`src/hw/rtl/cmti_pkg.sv`:
```
// Shared types, codes and constants of the colour matrix interpolation core.
package cmti_pkg;

   localparam int MAX_ENTRIES_DEF = 16;
   localparam int COEF_COUNT      = 12;
   localparam int QUOT_BITS       = 16;

   localparam logic [1:0] OP_WR_TEMP = 2'd0;
   localparam logic [1:0] OP_WR_COEF = 2'd1;
   localparam logic [1:0] OP_QUERY   = 2'd2;

   localparam logic [0:0] REG_ENTRY_COUNT = 1'b0;

   typedef enum logic [3:0] {
      ST_IDLE,
      ST_CHK,
      ST_FIRST,
      ST_LASTCHK,
      ST_SRCH_RD,
      ST_SRCH_CHK,
      ST_SPAN,
      ST_EMIT_RD,
      ST_EMIT_OUT,
      ST_IP_RD0,
      ST_IP_RD1,
      ST_IP_MUL,
      ST_IP_DIVI,
      ST_IP_DIV,
      ST_IP_RND,
      ST_IP_OUT
   } cmti_state_type;

   typedef enum logic [1:0] {
      TSEL_FIRST,
      TSEL_LAST,
      TSEL_IDX
   } cmti_tsel_type;

   typedef enum logic {
      ESEL_FIRST,
      ESEL_LAST
   } cmti_esel_type;

   typedef struct packed {
      logic          take;
      logic          cap_query;
      logic          rd_temp;
      cmti_tsel_type tsel;
      logic          lat_k0;
      logic          idx_set1;
      logic          idx_inc;
      logic          hit;
      logic          set_e;
      cmti_esel_type esel;
      logic          slot_clr;
      logic          slot_inc;
      logic          rd_coef;
      logic          coef_hi;
      logic          lat_m0;
      logic          lat_span;
      logic          mul_go;
      logic          div_init;
      logic          div_step;
      logic          rnd;
      logic          out_direct;
      logic          out_interp;
   } cmti_cmd_type;

   typedef struct packed {
      logic n_zero;
      logic n_one;
      logic t_le;
      logic t_ge;
      logic span_le0;
      logic div_last;
      logic slot_last;
      logic out_free;
   } cmti_status_type;

endpackage

```
`src/hw/rtl/colour_matrix_temperature_interp_core.sv`:
```
// Top level of the colour matrix interpolation core: register port, sequencer and datapath.
//
//   channel  | direction | signals                     | payload
//   req      | in        | req_tvalid/tready/tdata/tuser | tuser op; tdata entry, slot, value, kelvin
//   rsp      | out       | rsp_tvalid/tready/tdata/tlast | tdata slot, coefficient; tlast on slot 11
//   csr      | in        | csr_psel/penable/pwrite/...   | entry_count at byte address 0
//
// A query first scans the temperature table entry by entry (single read port of the
// temperature RAM). An end or zero-span query then emits 12 coefficients; an interpolated
// query computes each coefficient with the 16-step serial divider. Reset clears control
// only: the tables hold no data until written and take no clearing pass. A stalled result
// holds the sequencer; a new request is taken while the final result still waits.
module colour_matrix_temperature_interp_core
   import cmti_pkg::*;
#(
   parameter int MAX_ENTRIES = MAX_ENTRIES_DEF
) (
   input  logic        clock,
   input  logic        reset,
   input  logic        req_tvalid,
   output logic        req_tready,
   input  logic [39:0] req_tdata,   // entry[3:0], coef_slot[7:4], coef_value[23:8], temperature[39:24]
   input  logic [1:0]  req_tuser,   // op[1:0]
   output logic        rsp_tvalid,
   input  logic        rsp_tready,
   output logic [23:0] rsp_tdata,   // out_slot[3:0], out_coef[19:4], zero[23:20]
   output logic        rsp_tlast,
   input  logic        csr_psel,
   input  logic        csr_penable,
   input  logic        csr_pwrite,
   input  logic [2:0]  csr_paddr,
   input  logic [31:0] csr_pwdata,
   output logic [31:0] csr_prdata,
   output logic        csr_pready
);

   logic [4:0] entry_count_ff;
   logic       reg_hit;

   assign csr_pready = 1'b1;
   assign reg_hit    = csr_paddr[2] == REG_ENTRY_COUNT;

   always_ff @(posedge clock) begin
      if (reset) begin
         entry_count_ff <= 5'd0;
      end else if (csr_psel && csr_penable && csr_pwrite && csr_pready && reg_hit) begin
         entry_count_ff <= csr_pwdata[4:0];
      end
   end

   assign csr_prdata = reg_hit ? {27'd0, entry_count_ff} : 32'd0;

   cmti_cmd_type    cmd;
   cmti_status_type status;
   logic [3:0]      out_slot;
   logic [15:0]     out_coef;

   cmti_ctrl u_ctrl (
      .clock     (clock),
      .reset     (reset),
      .req_tvalid(req_tvalid),
      .req_op    (req_tuser),
      .req_tready(req_tready),
      .status    (status),
      .cmd       (cmd)
   );

   cmti_dpath #(
      .MAX_ENTRIES(MAX_ENTRIES)
   ) u_dpath (
      .clock          (clock),
      .reset          (reset),
      .cmd            (cmd),
      .status         (status),
      .entry_count    (entry_count_ff),
      .req_op         (req_tuser),
      .req_entry      (req_tdata[3:0]),
      .req_coef_slot  (req_tdata[7:4]),
      .req_coef_value (req_tdata[23:8]),
      .req_temperature(req_tdata[39:24]),
      .rsp_tready     (rsp_tready),
      .rsp_tvalid     (rsp_tvalid),
      .rsp_out_slot   (out_slot),
      .rsp_out_coef   (out_coef),
      .rsp_last       (rsp_tlast)
   );

   assign rsp_tdata = {4'd0, out_coef, out_slot};

endmodule

```
`src/hw/rtl/cmti_ram.sv`:
```
// Generic single-write, single-read RAM with registered read data.
module cmti_ram
   import cmti_pkg::*;
#(
   parameter int WIDTH = 16,
   parameter int DEPTH = 16,
   localparam int AW = (DEPTH > 1) ? $clog2(DEPTH) : 1
) (
   input  logic             clock,
   input  logic             wr_en,
   input  logic [AW-1:0]    wr_addr,
   input  logic [WIDTH-1:0] wr_data,
   input  logic             rd_en,
   input  logic [AW-1:0]    rd_addr,
   output logic [WIDTH-1:0] rd_data
);

   logic [WIDTH-1:0] mem_ff [DEPTH];
   logic [WIDTH-1:0] rd_data_ff;

   always_ff @(posedge clock) begin
      if (wr_en) begin
         mem_ff[wr_addr] <= wr_data;
      end
      if (rd_en) begin
         rd_data_ff <= mem_ff[rd_addr];
      end
   end

   assign rd_data = rd_data_ff;

endmodule

```
`src/hw/rtl/cmti_ctrl.sv`:
```
// Query sequencer: table search, entry emission and per-coefficient interpolation steps.
module cmti_ctrl
   import cmti_pkg::*;
(
   input  logic            clock,
   input  logic            reset,
   input  logic            req_tvalid,
   input  logic [1:0]      req_op,
   output logic            req_tready,
   input  cmti_status_type status,
   output cmti_cmd_type    cmd
);

   cmti_state_type state_ff, state_in;

   always_ff @(posedge clock) begin
      if (reset) begin
         state_ff <= ST_IDLE;
      end else begin
         state_ff <= state_in;
      end
   end

   always_comb begin
      state_in   = state_ff;
      cmd        = '0;
      cmd.tsel   = TSEL_FIRST;
      cmd.esel   = ESEL_FIRST;
      req_tready = 1'b0;
      case (state_ff)
         ST_IDLE: begin
            req_tready = 1'b1;
            if (req_tvalid) begin
               cmd.take = 1'b1;
               if (req_op == OP_QUERY) begin
                  cmd.cap_query = 1'b1;
                  state_in      = ST_CHK;
               end
            end
         end
         ST_CHK: begin
            if (status.n_zero) begin
               state_in = ST_IDLE;
            end else begin
               cmd.rd_temp = 1'b1;
               cmd.tsel    = TSEL_FIRST;
               state_in    = ST_FIRST;
            end
         end
         ST_FIRST: begin
            cmd.lat_k0 = 1'b1;
            if (status.n_one || status.t_le) begin
               cmd.set_e    = 1'b1;
               cmd.esel     = ESEL_FIRST;
               cmd.slot_clr = 1'b1;
               state_in     = ST_EMIT_RD;
            end else begin
               cmd.rd_temp = 1'b1;
               cmd.tsel    = TSEL_LAST;
               state_in    = ST_LASTCHK;
            end
         end
         ST_LASTCHK: begin
            if (status.t_ge) begin
               cmd.set_e    = 1'b1;
               cmd.esel     = ESEL_LAST;
               cmd.slot_clr = 1'b1;
               state_in     = ST_EMIT_RD;
            end else begin
               cmd.idx_set1 = 1'b1;
               state_in     = ST_SRCH_RD;
            end
         end
         ST_SRCH_RD: begin
            cmd.rd_temp = 1'b1;
            cmd.tsel    = TSEL_IDX;
            state_in    = ST_SRCH_CHK;
         end
         ST_SRCH_CHK: begin
            if (status.t_le) begin
               cmd.hit  = 1'b1;
               state_in = ST_SPAN;
            end else begin
               // slide the window up by one entry
               cmd.lat_k0  = 1'b1;
               cmd.idx_inc = 1'b1;
               state_in    = ST_SRCH_RD;
            end
         end
         ST_SPAN: begin
            cmd.slot_clr = 1'b1;
            cmd.lat_span = 1'b1;
            if (status.span_le0) begin
               state_in = ST_EMIT_RD;
            end else begin
               state_in = ST_IP_RD0;
            end
         end
         ST_EMIT_RD: begin
            cmd.rd_coef = 1'b1;
            state_in    = ST_EMIT_OUT;
         end
         ST_EMIT_OUT: begin
            if (status.out_free) begin
               cmd.out_direct = 1'b1;
               if (status.slot_last) begin
                  state_in = ST_IDLE;
               end else begin
                  cmd.slot_inc = 1'b1;
                  state_in     = ST_EMIT_RD;
               end
            end
         end
         ST_IP_RD0: begin
            cmd.rd_coef = 1'b1;
            state_in    = ST_IP_RD1;
         end
         ST_IP_RD1: begin
            cmd.lat_m0  = 1'b1;
            cmd.rd_coef = 1'b1;
            cmd.coef_hi = 1'b1;
            state_in    = ST_IP_MUL;
         end
         ST_IP_MUL: begin
            cmd.mul_go = 1'b1;
            state_in   = ST_IP_DIVI;
         end
         ST_IP_DIVI: begin
            cmd.div_init = 1'b1;
            state_in     = ST_IP_DIV;
         end
         ST_IP_DIV: begin
            cmd.div_step = 1'b1;
            if (status.div_last) begin
               state_in = ST_IP_RND;
            end
         end
         ST_IP_RND: begin
            cmd.rnd  = 1'b1;
            state_in = ST_IP_OUT;
         end
         ST_IP_OUT: begin
            if (status.out_free) begin
               cmd.out_interp = 1'b1;
               if (status.slot_last) begin
                  state_in = ST_IDLE;
               end else begin
                  cmd.slot_inc = 1'b1;
                  state_in     = ST_IP_RD0;
               end
            end
         end
         default: begin
            state_in = ST_IDLE;
         end
      endcase
   end

endmodule

```
`src/hw/rtl/cmti_dpath.sv`:
```
// Datapath: tables, search registers, multiplier, serial divider, rounding and result register.
module cmti_dpath
   import cmti_pkg::*;
#(
   parameter int MAX_ENTRIES = MAX_ENTRIES_DEF
) (
   input  logic            clock,
   input  logic            reset,
   input  cmti_cmd_type    cmd,
   output cmti_status_type status,
   input  logic [4:0]      entry_count,
   input  logic [1:0]      req_op,
   input  logic [3:0]      req_entry,
   input  logic [3:0]      req_coef_slot,
   input  logic [15:0]     req_coef_value,
   input  logic [15:0]     req_temperature,
   input  logic            rsp_tready,
   output logic            rsp_tvalid,
   output logic [3:0]      rsp_out_slot,
   output logic [15:0]     rsp_out_coef,
   output logic            rsp_last
);

   localparam int EW         = (MAX_ENTRIES > 1) ? $clog2(MAX_ENTRIES) : 1;
   localparam int COEF_DEPTH = MAX_ENTRIES * COEF_COUNT;
   localparam int CAW        = (COEF_DEPTH > 1) ? $clog2(COEF_DEPTH) : 1;
   localparam int CNT_W      = $clog2(QUOT_BITS);
   localparam logic [8:0]       MAX9      = 9'(MAX_ENTRIES);
   localparam logic [3:0]       SLOT_LAST = 4'(COEF_COUNT - 1);
   localparam logic [3:0]       SLOT_END  = 4'(COEF_COUNT);
   localparam logic [12:0]      COEF13    = 13'(COEF_COUNT);
   localparam logic [CNT_W-1:0] CNT_LAST  = CNT_W'(QUOT_BITS - 1);

   // request decode and table writes
   logic [8:0]     entry9;
   logic           entry_ok;
   logic           temp_we;
   logic           coef_we;
   logic [12:0]    coef_waddr13;
   logic [EW-1:0]  temp_waddr;

   assign entry9       = {5'b0, req_entry};
   assign entry_ok     = entry9 < MAX9;
   assign temp_we      = cmd.take && (req_op == OP_WR_TEMP) && entry_ok;
   assign coef_we      = cmd.take && (req_op == OP_WR_COEF) && entry_ok &&
                         (req_coef_slot < SLOT_END);
   assign temp_waddr   = entry9[EW-1:0];
   assign coef_waddr13 = 13'(req_entry) * COEF13 + 13'(req_coef_slot);

   // query registers
   logic [15:0]   t_ff, k0_ff, k1_ff, span_ff, dt_ff;
   logic [4:0]    n_ff;
   logic [EW-1:0] j_ff, e_ff;
   logic [3:0]    slot_ff;
   logic [8:0]    ec9, n9, nm1_9;

   assign ec9   = {4'b0, entry_count};
   assign n9    = (ec9 > MAX9) ? MAX9 : ec9;
   assign nm1_9 = {4'b0, n_ff} - 9'd1;

   // table read ports
   logic [EW-1:0]  temp_raddr;
   logic [15:0]    temp_rd;
   logic [12:0]    base13;
   logic [12:0]    coef_raddr13;
   logic [15:0]    coef_rd;

   always_comb begin
      case (cmd.tsel)
         TSEL_FIRST: temp_raddr = '0;
         TSEL_LAST:  temp_raddr = nm1_9[EW-1:0];
         TSEL_IDX:   temp_raddr = j_ff;
         default:    temp_raddr = '0;
      endcase
   end

   assign base13       = cmd.coef_hi ? (13'(e_ff) + 13'd1) : 13'(e_ff);
   assign coef_raddr13 = base13 * COEF13 + 13'(slot_ff);

   cmti_ram #(
      .WIDTH(16),
      .DEPTH(MAX_ENTRIES)
   ) u_temp_ram (
      .clock  (clock),
      .wr_en  (temp_we),
      .wr_addr(temp_waddr),
      .wr_data(req_temperature),
      .rd_en  (cmd.rd_temp),
      .rd_addr(temp_raddr),
      .rd_data(temp_rd)
   );

   cmti_ram #(
      .WIDTH(16),
      .DEPTH(COEF_DEPTH)
   ) u_coef_ram (
      .clock  (clock),
      .wr_en  (coef_we),
      .wr_addr(coef_waddr13[CAW-1:0]),
      .wr_data(req_coef_value),
      .rd_en  (cmd.rd_coef),
      .rd_addr(coef_raddr13[CAW-1:0]),
      .rd_data(coef_rd)
   );

   always_ff @(posedge clock) begin
      if (cmd.cap_query) begin
         t_ff <= req_temperature;
         n_ff <= n9[4:0];
      end
      if (cmd.lat_k0) begin
         k0_ff <= temp_rd;
      end
      if (cmd.idx_set1) begin
         j_ff <= EW'(1);
      end else if (cmd.idx_inc) begin
         j_ff <= j_ff + EW'(1);
      end
      if (cmd.hit) begin
         k1_ff <= temp_rd;
         e_ff  <= j_ff - EW'(1);
      end else if (cmd.set_e) begin
         e_ff <= (cmd.esel == ESEL_LAST) ? nm1_9[EW-1:0] : '0;
      end
      if (cmd.lat_span) begin
         span_ff <= k1_ff - k0_ff;
         dt_ff   <= t_ff - k0_ff;
      end
      if (cmd.slot_clr) begin
         slot_ff <= '0;
      end else if (cmd.slot_inc) begin
         slot_ff <= slot_ff + 4'd1;
      end
   end

   // interpolation: product, serial divide, round to nearest even
   logic signed [15:0] m0_ff;
   logic signed [33:0] prod_ff, prod_in;
   logic signed [16:0] diff, dt_s;
   logic [33:0]        prod_neg;
   logic [31:0]        mag;
   logic [15:0]        rem_ff, rem_in, dvd_ff, dvd_in;
   logic [CNT_W-1:0]   cnt_ff;
   logic               neg_ff;
   logic [16:0]        shifted, trial;
   logic               fits;
   logic [15:0]        res_ff;

   assign diff     = $signed({coef_rd[15], coef_rd}) - $signed({m0_ff[15], m0_ff});
   assign dt_s     = $signed({1'b0, dt_ff});
   assign prod_in  = dt_s * diff;
   assign prod_neg = 34'd0 - prod_ff;
   assign mag      = prod_ff[33] ? prod_neg[31:0] : prod_ff[31:0];

   assign shifted = {rem_ff, dvd_ff[15]};
   assign trial   = shifted - {1'b0, span_ff};
   assign fits    = shifted >= {1'b0, span_ff};
   assign rem_in  = fits ? trial[15:0] : shifted[15:0];
   assign dvd_in  = {dvd_ff[14:0], fits};

   logic signed [17:0] q_s, floor_q, sum;
   logic [15:0]        rem_f, rem_neg;
   logic [16:0]        rem2;
   logic               round_up;

   always_comb begin
      q_s     = $signed({2'b00, dvd_ff});
      rem_neg = span_ff - rem_ff;
      if (!neg_ff) begin
         floor_q = q_s;
         rem_f   = rem_ff;
      end else if (rem_ff == 16'd0) begin
         floor_q = -q_s;
         rem_f   = 16'd0;
      end else begin
         floor_q = -q_s - 18'sd1;
         rem_f   = rem_neg;
      end
      rem2     = {rem_f, 1'b0};
      round_up = (rem2 > {1'b0, span_ff}) ||
                 ((rem2 == {1'b0, span_ff}) && floor_q[0]);
      sum      = $signed({{2{m0_ff[15]}}, m0_ff}) + floor_q +
                 (round_up ? 18'sd1 : 18'sd0);
   end

   always_ff @(posedge clock) begin
      if (cmd.lat_m0) begin
         m0_ff <= $signed(coef_rd);
      end
      if (cmd.mul_go) begin
         prod_ff <= prod_in;
      end
      if (cmd.div_init) begin
         neg_ff <= prod_ff[33];
         rem_ff <= mag[31:16];
         dvd_ff <= mag[15:0];
         cnt_ff <= '0;
      end else if (cmd.div_step) begin
         rem_ff <= rem_in;
         dvd_ff <= dvd_in;
         cnt_ff <= cnt_ff + CNT_W'(1);
      end
      if (cmd.rnd) begin
         res_ff <= sum[15:0];
      end
   end

   // result register
   logic        rsp_valid_ff, rsp_valid_in;
   logic [3:0]  out_slot_ff;
   logic [15:0] out_coef_ff;
   logic        out_last_ff;
   logic        out_load;

   assign out_load     = cmd.out_direct || cmd.out_interp;
   assign rsp_valid_in = out_load ? 1'b1 : (rsp_tready ? 1'b0 : rsp_valid_ff);

   always_ff @(posedge clock) begin
      if (reset) begin
         rsp_valid_ff <= 1'b0;
      end else begin
         rsp_valid_ff <= rsp_valid_in;
      end
   end

   always_ff @(posedge clock) begin
      if (out_load) begin
         out_slot_ff <= slot_ff;
         out_coef_ff <= cmd.out_interp ? res_ff : coef_rd;
         out_last_ff <= slot_ff == SLOT_LAST;
      end
   end

   assign rsp_tvalid   = rsp_valid_ff;
   assign rsp_out_slot = out_slot_ff;
   assign rsp_out_coef = out_coef_ff;
   assign rsp_last     = out_last_ff;

   assign status.n_zero    = n_ff == 5'd0;
   assign status.n_one     = n_ff == 5'd1;
   assign status.t_le      = t_ff <= temp_rd;
   assign status.t_ge      = t_ff >= temp_rd;
   assign status.span_le0  = k1_ff <= k0_ff;
   assign status.div_last  = cnt_ff == CNT_LAST;
   assign status.slot_last = slot_ff == SLOT_LAST;
   assign status.out_free  = !rsp_valid_ff || rsp_tready;

endmodule

```
`config.mk`:
```
export PLATFORM = sky130hd
export DESIGN_NAME = colour_matrix_temperature_interp_core
export DESIGN_NICKNAME = d
export VERILOG_FILES = /design/src/hw/rtl/cmti_pkg.sv /design/src/hw/rtl/colour_matrix_temperature_interp_core.sv /design/src/hw/rtl/cmti_ram.sv /design/src/hw/rtl/cmti_ctrl.sv /design/src/hw/rtl/cmti_dpath.sv
export SDC_FILE = /design/constraint.sdc
export NUM_CORES = 2
export LEC_CHECK = 0
export BUFFER_PORTS_ARGS = -buffer_cell sky130_fd_sc_hd__buf_2
export CORE_UTILIZATION = 45
export DETAILED_ROUTE_END_ITERATION = 10
export PLACE_DENSITY = 0.71
export SYNTH_ARGS = -nofsm -noshare
export SYNTH_HDL_FRONTEND = slang
export SYNTH_SLANG_ARGS = --single-unit
```
`constraint.sdc`:
```
create_clock -name clock -period 23.2 [get_ports clock]
set_input_delay 6.96 -clock clock [delete_from_list [all_inputs] [get_ports clock]]
set_output_delay 6.96 -clock clock [all_outputs]
set_load 0.05 [all_outputs]
```
# Word level (Yosys, flattened, before mapping)
# Memory sizes are Yosys's and may differ from the RTL's. A register that Yosys moved wholly into a read port is not among the register bits.
# Index checks and enable logic that the tools add are counted.
# W data, S select, Z words.
# classes
n_reduce_logical,24
div,0
mul,3
magnitude_cmp,8
n_shift,0
add_sub_neg,18
n_mux,67
eq_ne,28
bitwise,1
# ops
cell,count
$mux W16,10
$pmux W4 S16,1
$sub A16 B16 Y16,4
$eq A4 B4 Y1 const B,10
$mux W4,10
$mul A17 B17 Y34,1
$add A16 B16 Y16,2
$le A16 B16 Y1,2
$mux W32,1
$sub A1 B32 Y32 const A,1
$mux W1,25
$mux W3,6
$eq A17 B16 Y1,1
$ge A17 B16 Y1,1
$gt A17 B16 Y1,1
$sub A16 B16 Y17,1
$add A8 B4 Y8,2
$eq A4 B3 Y1 const B,4
$ge A16 B16 Y1,1
$logic_not A16 Y1,1
$neg A16 Y16,1
$sub A16 B2 Y16 const B,1
$mux W2,7
$mul A13 B2 Y6 const B,1
other kinds (32),54
# totals
output_inout_bits,60
ram_bits,3328
latchBits,0
rom_bits,0
reg_bits,231
mem_count,2
# memory_table
memory,depth,word_bits,rd,rd_clocked_by_memory_dff,wr,line,source
u_dpath.u_coef_ram.mem_ff,192,16,1,1,1,cmti_ram.sv:18,logic [WIDTH-1:0] mem_ff [DEPTH];
u_dpath.u_temp_ram.mem_ff,16,16,1,1,1,cmti_ram.sv:18,

# Depth between registers and ports, before layout
# logic_depth
ltp_word,9
ltp_mapped,35

# Modules after synthesis
# A second synthesis with hierarchy kept.
# unflattened
cells_unflattened,8063
area_unflattened_um2,154161.6
# modules_own_cells
mod,n_inst,cells_per_inst,area_per_inst_um2
cmti_ram at u_dpath.u_coef_ram,1,4937,118416.1
cmti_dpath,1,2535,24357.1
cmti_ram at u_dpath.u_temp_ram,1,432,10203.5
cmti_ctrl,1,98,659.4
colour_matrix_temperature_interp_core,1,61,525.5

# Worst setup path after synthesis
# Ideal clock, no wire load.
# synth_path
path_kind,input to output
start,input csr_paddr[2]
end,output csr_prdata[0]
path_slack_ns,8.591
cell_stages,1
t_arrival_ns,7.649
n_path_buf,0
path_cell_list,nor2b_1
# synth_between
elab_chain_len,1
# synth_lines
element,line,source
start: declaration,colour_matrix_temperature_interp_core.sv:31,"input logic [2:0] csr_paddr,"
$mux W5,colour_matrix_temperature_interp_core.sv:51,"assign csr_prdata = reg_hit ? {27'd0, entry_count_ff} : 32'd0;"
end: declaration,colour_matrix_temperature_interp_core.sv:33,"output logic [31:0] csr_prdata,"
# Every way passes these cells.

# Worst setup path in the final report
# Ends and elaborated chain as after synthesis.

==> metrics.txt <==
status=finished, violations left; failing checks=design-rule violations; DRC viols=199; YS warnings=0; drt pass-1 iters=11; Mapped Avg Cell Area=between 15 and 20 µm²; post-synth top area share=between 60 and 70%; most frequent cell after synthesis=edfxtp_1; cells after synthesis=~8,400; placed inst area=between 150,000 and 200,000 µm²; Final Non-Filler Cells=around 14,000; Inst Count DP=around 13,000; die span in x=between 500 and 600 µm; CP required=between 15,000 and 20,000 ps; FILL cells=about 27,000; final setup vio count=0; fin nets=9,269; Crit path max-delay family=buffers and inverters; Buf/Inv on CP=2; Hold WC Path Type=flip-flop to flip-flop; Cell Rows=approximately 220; Routed WL per cell=27.8 µm; Worst-Margin Slew=1430 ps; CP max stage delay=between 200 and 300 ps; Peak Freq=roughly 69 MHz; Clock transition at path regs=60 ps; core area=about 340,000 µm²; total congestion overflow=0; initial antenna violation count=19; final instance area=approximately 170,000 µm²; clk buf depth=4; Vias=80,588; synth-to-layout area growth=12.0%; vias in the first global route=81,830; Routed Antenna Nets=0; critical path type=input port to primary output; dpl hpwl=roughly 230 mm; number of distinct library cells after synthesis=86; skew final=between 70 and 80 ps; Setup TNS=0 ps; FF+latch count, synth=about 3,600; starting density of the core=approximately 45%; root buffer cell=clkbuf_16; Peak supply drop=0.113 mV; # resized after CTS=0; Iteration-0 DRC Markers=10,241; Via density=slightly below 6; Post-synth EDFFs=~3,600; CTS tree=yes; synth top area cells=edfxtp_1 (69%), mux4_2 (14%), fa_1 (2.8%); CP arrival=between 7000 and 8000 ps; Hold Vio Cnt, Final=0; clock sink count=~3,600; Hold WS=467 ps; GRT Total Usage=between 20% and 30%; clock latency on the worst-skew pair=slightly below 1000 ps; Tmin final=14,510 ps; pin count of the biggest net entering global routing=131; startpoint types=input port; Num CTS Buffers=360; CP Max Fanout=6; crit-path most repeated cell=buf_2; Async SR Flop Fraction=0%; RSZ-0062 raised after global routing=no; Slew headroom=about 3.8%; Routed Wire Length=around 380 mm; part of the cycle the worst path needs=a little over three fifths; area leader, netlist=edfxtp_1; hold buffers post-CTS=0; Seq/Total Area, Yosys=between 60 and 70%; maxcap violations=0; slowest CP cell=buf_2; postcts setup bufs=0; die height=589 µm; Die ar.=approximately 350,000 µm²; Post-synth top flop=edfxtp_1; H-tree depth=5; worst path cell trace=buf_2 > nor2b_1 > buf_2; layout cells sized above 1=22.3%; first-pass GRT wire length=550 mm; final slew viol count=0; Top-Level Pins=144; final RePlAce weighted congestion=between 0.9 and 1; most frequent cells after synthesis=edfxtp_1 (3,568), mux4_2 (971), nand2_1 (633); power per cell area=99.1 nW/µm²; I/O Buffers=82; P_leak=approximately 56 nW; Syn Std Cell Area=about 150,000 µm²; CP Capture Type=primary output
## final timing paths
check	from	endpoint	slack, ps	cells after the start
worst min-delay path	u_dpath.u_coef_ram.rd_data[0]$_DFFE_PP_	u_dpath.m0_ff[0]$_DFFE_PP_	470	0
worst max-delay path	csr_paddr[2]	csr_prdata[0]	8690	3
worst min register to register	u_dpath.u_coef_ram.rd_data[0]$_DFFE_PP_	u_dpath.m0_ff[0]$_DFFE_PP_	470	0
worst max register to register	u_dpath.m0_ff[0]$_DFFE_PP_	u_dpath.prod_ff[30]$_DFFE_PP_	13710	30
## sequential cells by signal, indices dropped and copies added, names as in the netlist, 5 cells and up
| name | flops |
|---|---|
| u_dpath.t_ff | 16 |
| u_dpath.u_temp_ram.rd_data | 16 |
| u_dpath.k0_ff | 16 |
| u_dpath.n_ff | 5 |
| u_dpath.rsp_out_coef | 16 |
| u_dpath.m0_ff | 16 |
| u_dpath.u_coef_ram.mem_ff | 3072 |
| entry_count_ff | 5 |
| u_dpath.u_temp_ram.mem_ff | 256 |
| u_dpath.rem_ff | 16 |
| u_dpath.prod_ff | 33 |
| u_dpath.u_coef_ram.rd_data | 16 |
| u_dpath.res_ff | 16 |
| u_dpath.span_ff | 16 |
| u_dpath.dvd_ff | 16 |
| u_dpath.k1_ff | 16 |
| u_dpath.dt_ff | 16 |
## cells by family after synthesis
logic type / share of synthesized area [%]
muxes: 14.6
and+or+nand+nor: 4.66
buffers and inverters: 2.41
other: 0.00485
AOI/OAI and AO/OA: 2.79
xor gates and xnor gates: 1.03
DFF: 69.4
adders and majority gates: 5.11
## power breakdown
part | switching (mW) | total, mW | internal [mW]
Clock | 2.48 | 5.85 | 3.36
Sequential | 0.0556 | 7.31 | 7.25
Combinational | 2.40 | 4.04 | 1.64
## routing by layer
| metal | GRT usage, % | up-vias | wire length (µm) |
|---|---|---|---|
| met1 | 28.1 | 42098 | 142000 |
| met2 | 35.4 | 3993 | 184000 |
| met3 | 4.78 | 751 | 35500 |
| li1 | - | 33726 | - |
| met4 | 7.95 | 20 | 15000 |
| met5 | 0.698 | - | 431 |
## final cells by class
class | instances | area (µm²) | share of cell area, %
Multi-Input combinational cell | 3970 | 44300 | 25.5
Clock inverter | 232 | 2540 | 1.46
Sequential cell | 3590 | 108000 | 62.0
Tap cell | 4557 | 5700 | 3.28
Clock buffer | 429 | 9370 | 5.40
Antenna cell | 6 | 15.0 | 0.00865
Timing Repair Buffer | 339 | 2510 | 1.45
Inverter | 423 | 1590 | 0.915
## metrics by stage
stage / utilization, % / setup slack [ps] / power, mW
after floorplan: - / 8590 / 10.1
after global placement: 47.2 / 8760 / 11.4
after detailed placement: 47.2 / 8710 / 11.5
after CTS: 50.6 / 8690 / 17.3
after global routing: 50.6 / 8650 / 17.8
final: 50.6 / 8690 / 17.2
## cell usage in the layout, fill, tap and decap left out, types with 23 or more instances in the layout
master and n:
nor3_1 56, xnor2_1 113, nor2_1 266, clkinv_2 61, a211oi_1 41, o311ai_0 23
edfxtp_1 3568, mux2i_1 48, nor2b_1 96, nor2_2 90, o211ai_1 45, inv_1 423
o21ai_0 142, nand2_1 631, bufinv_16 41, ha_1 280, o21a_1 27, nand3_1 120
and2_1 66, clkbuf_16 365, mux4_2 971, and3_1 50, clkinv_1 86, a221oi_1 23
a31oi_1 51, buf_4 251, fa_1 219, a21o_1 33, conb_1 32, or3_1 37
buf_2 66, xor2_1 61, clkbuf_1 64, a21oi_1 122
No activity file was read; power rests on OpenSTA's default activity.
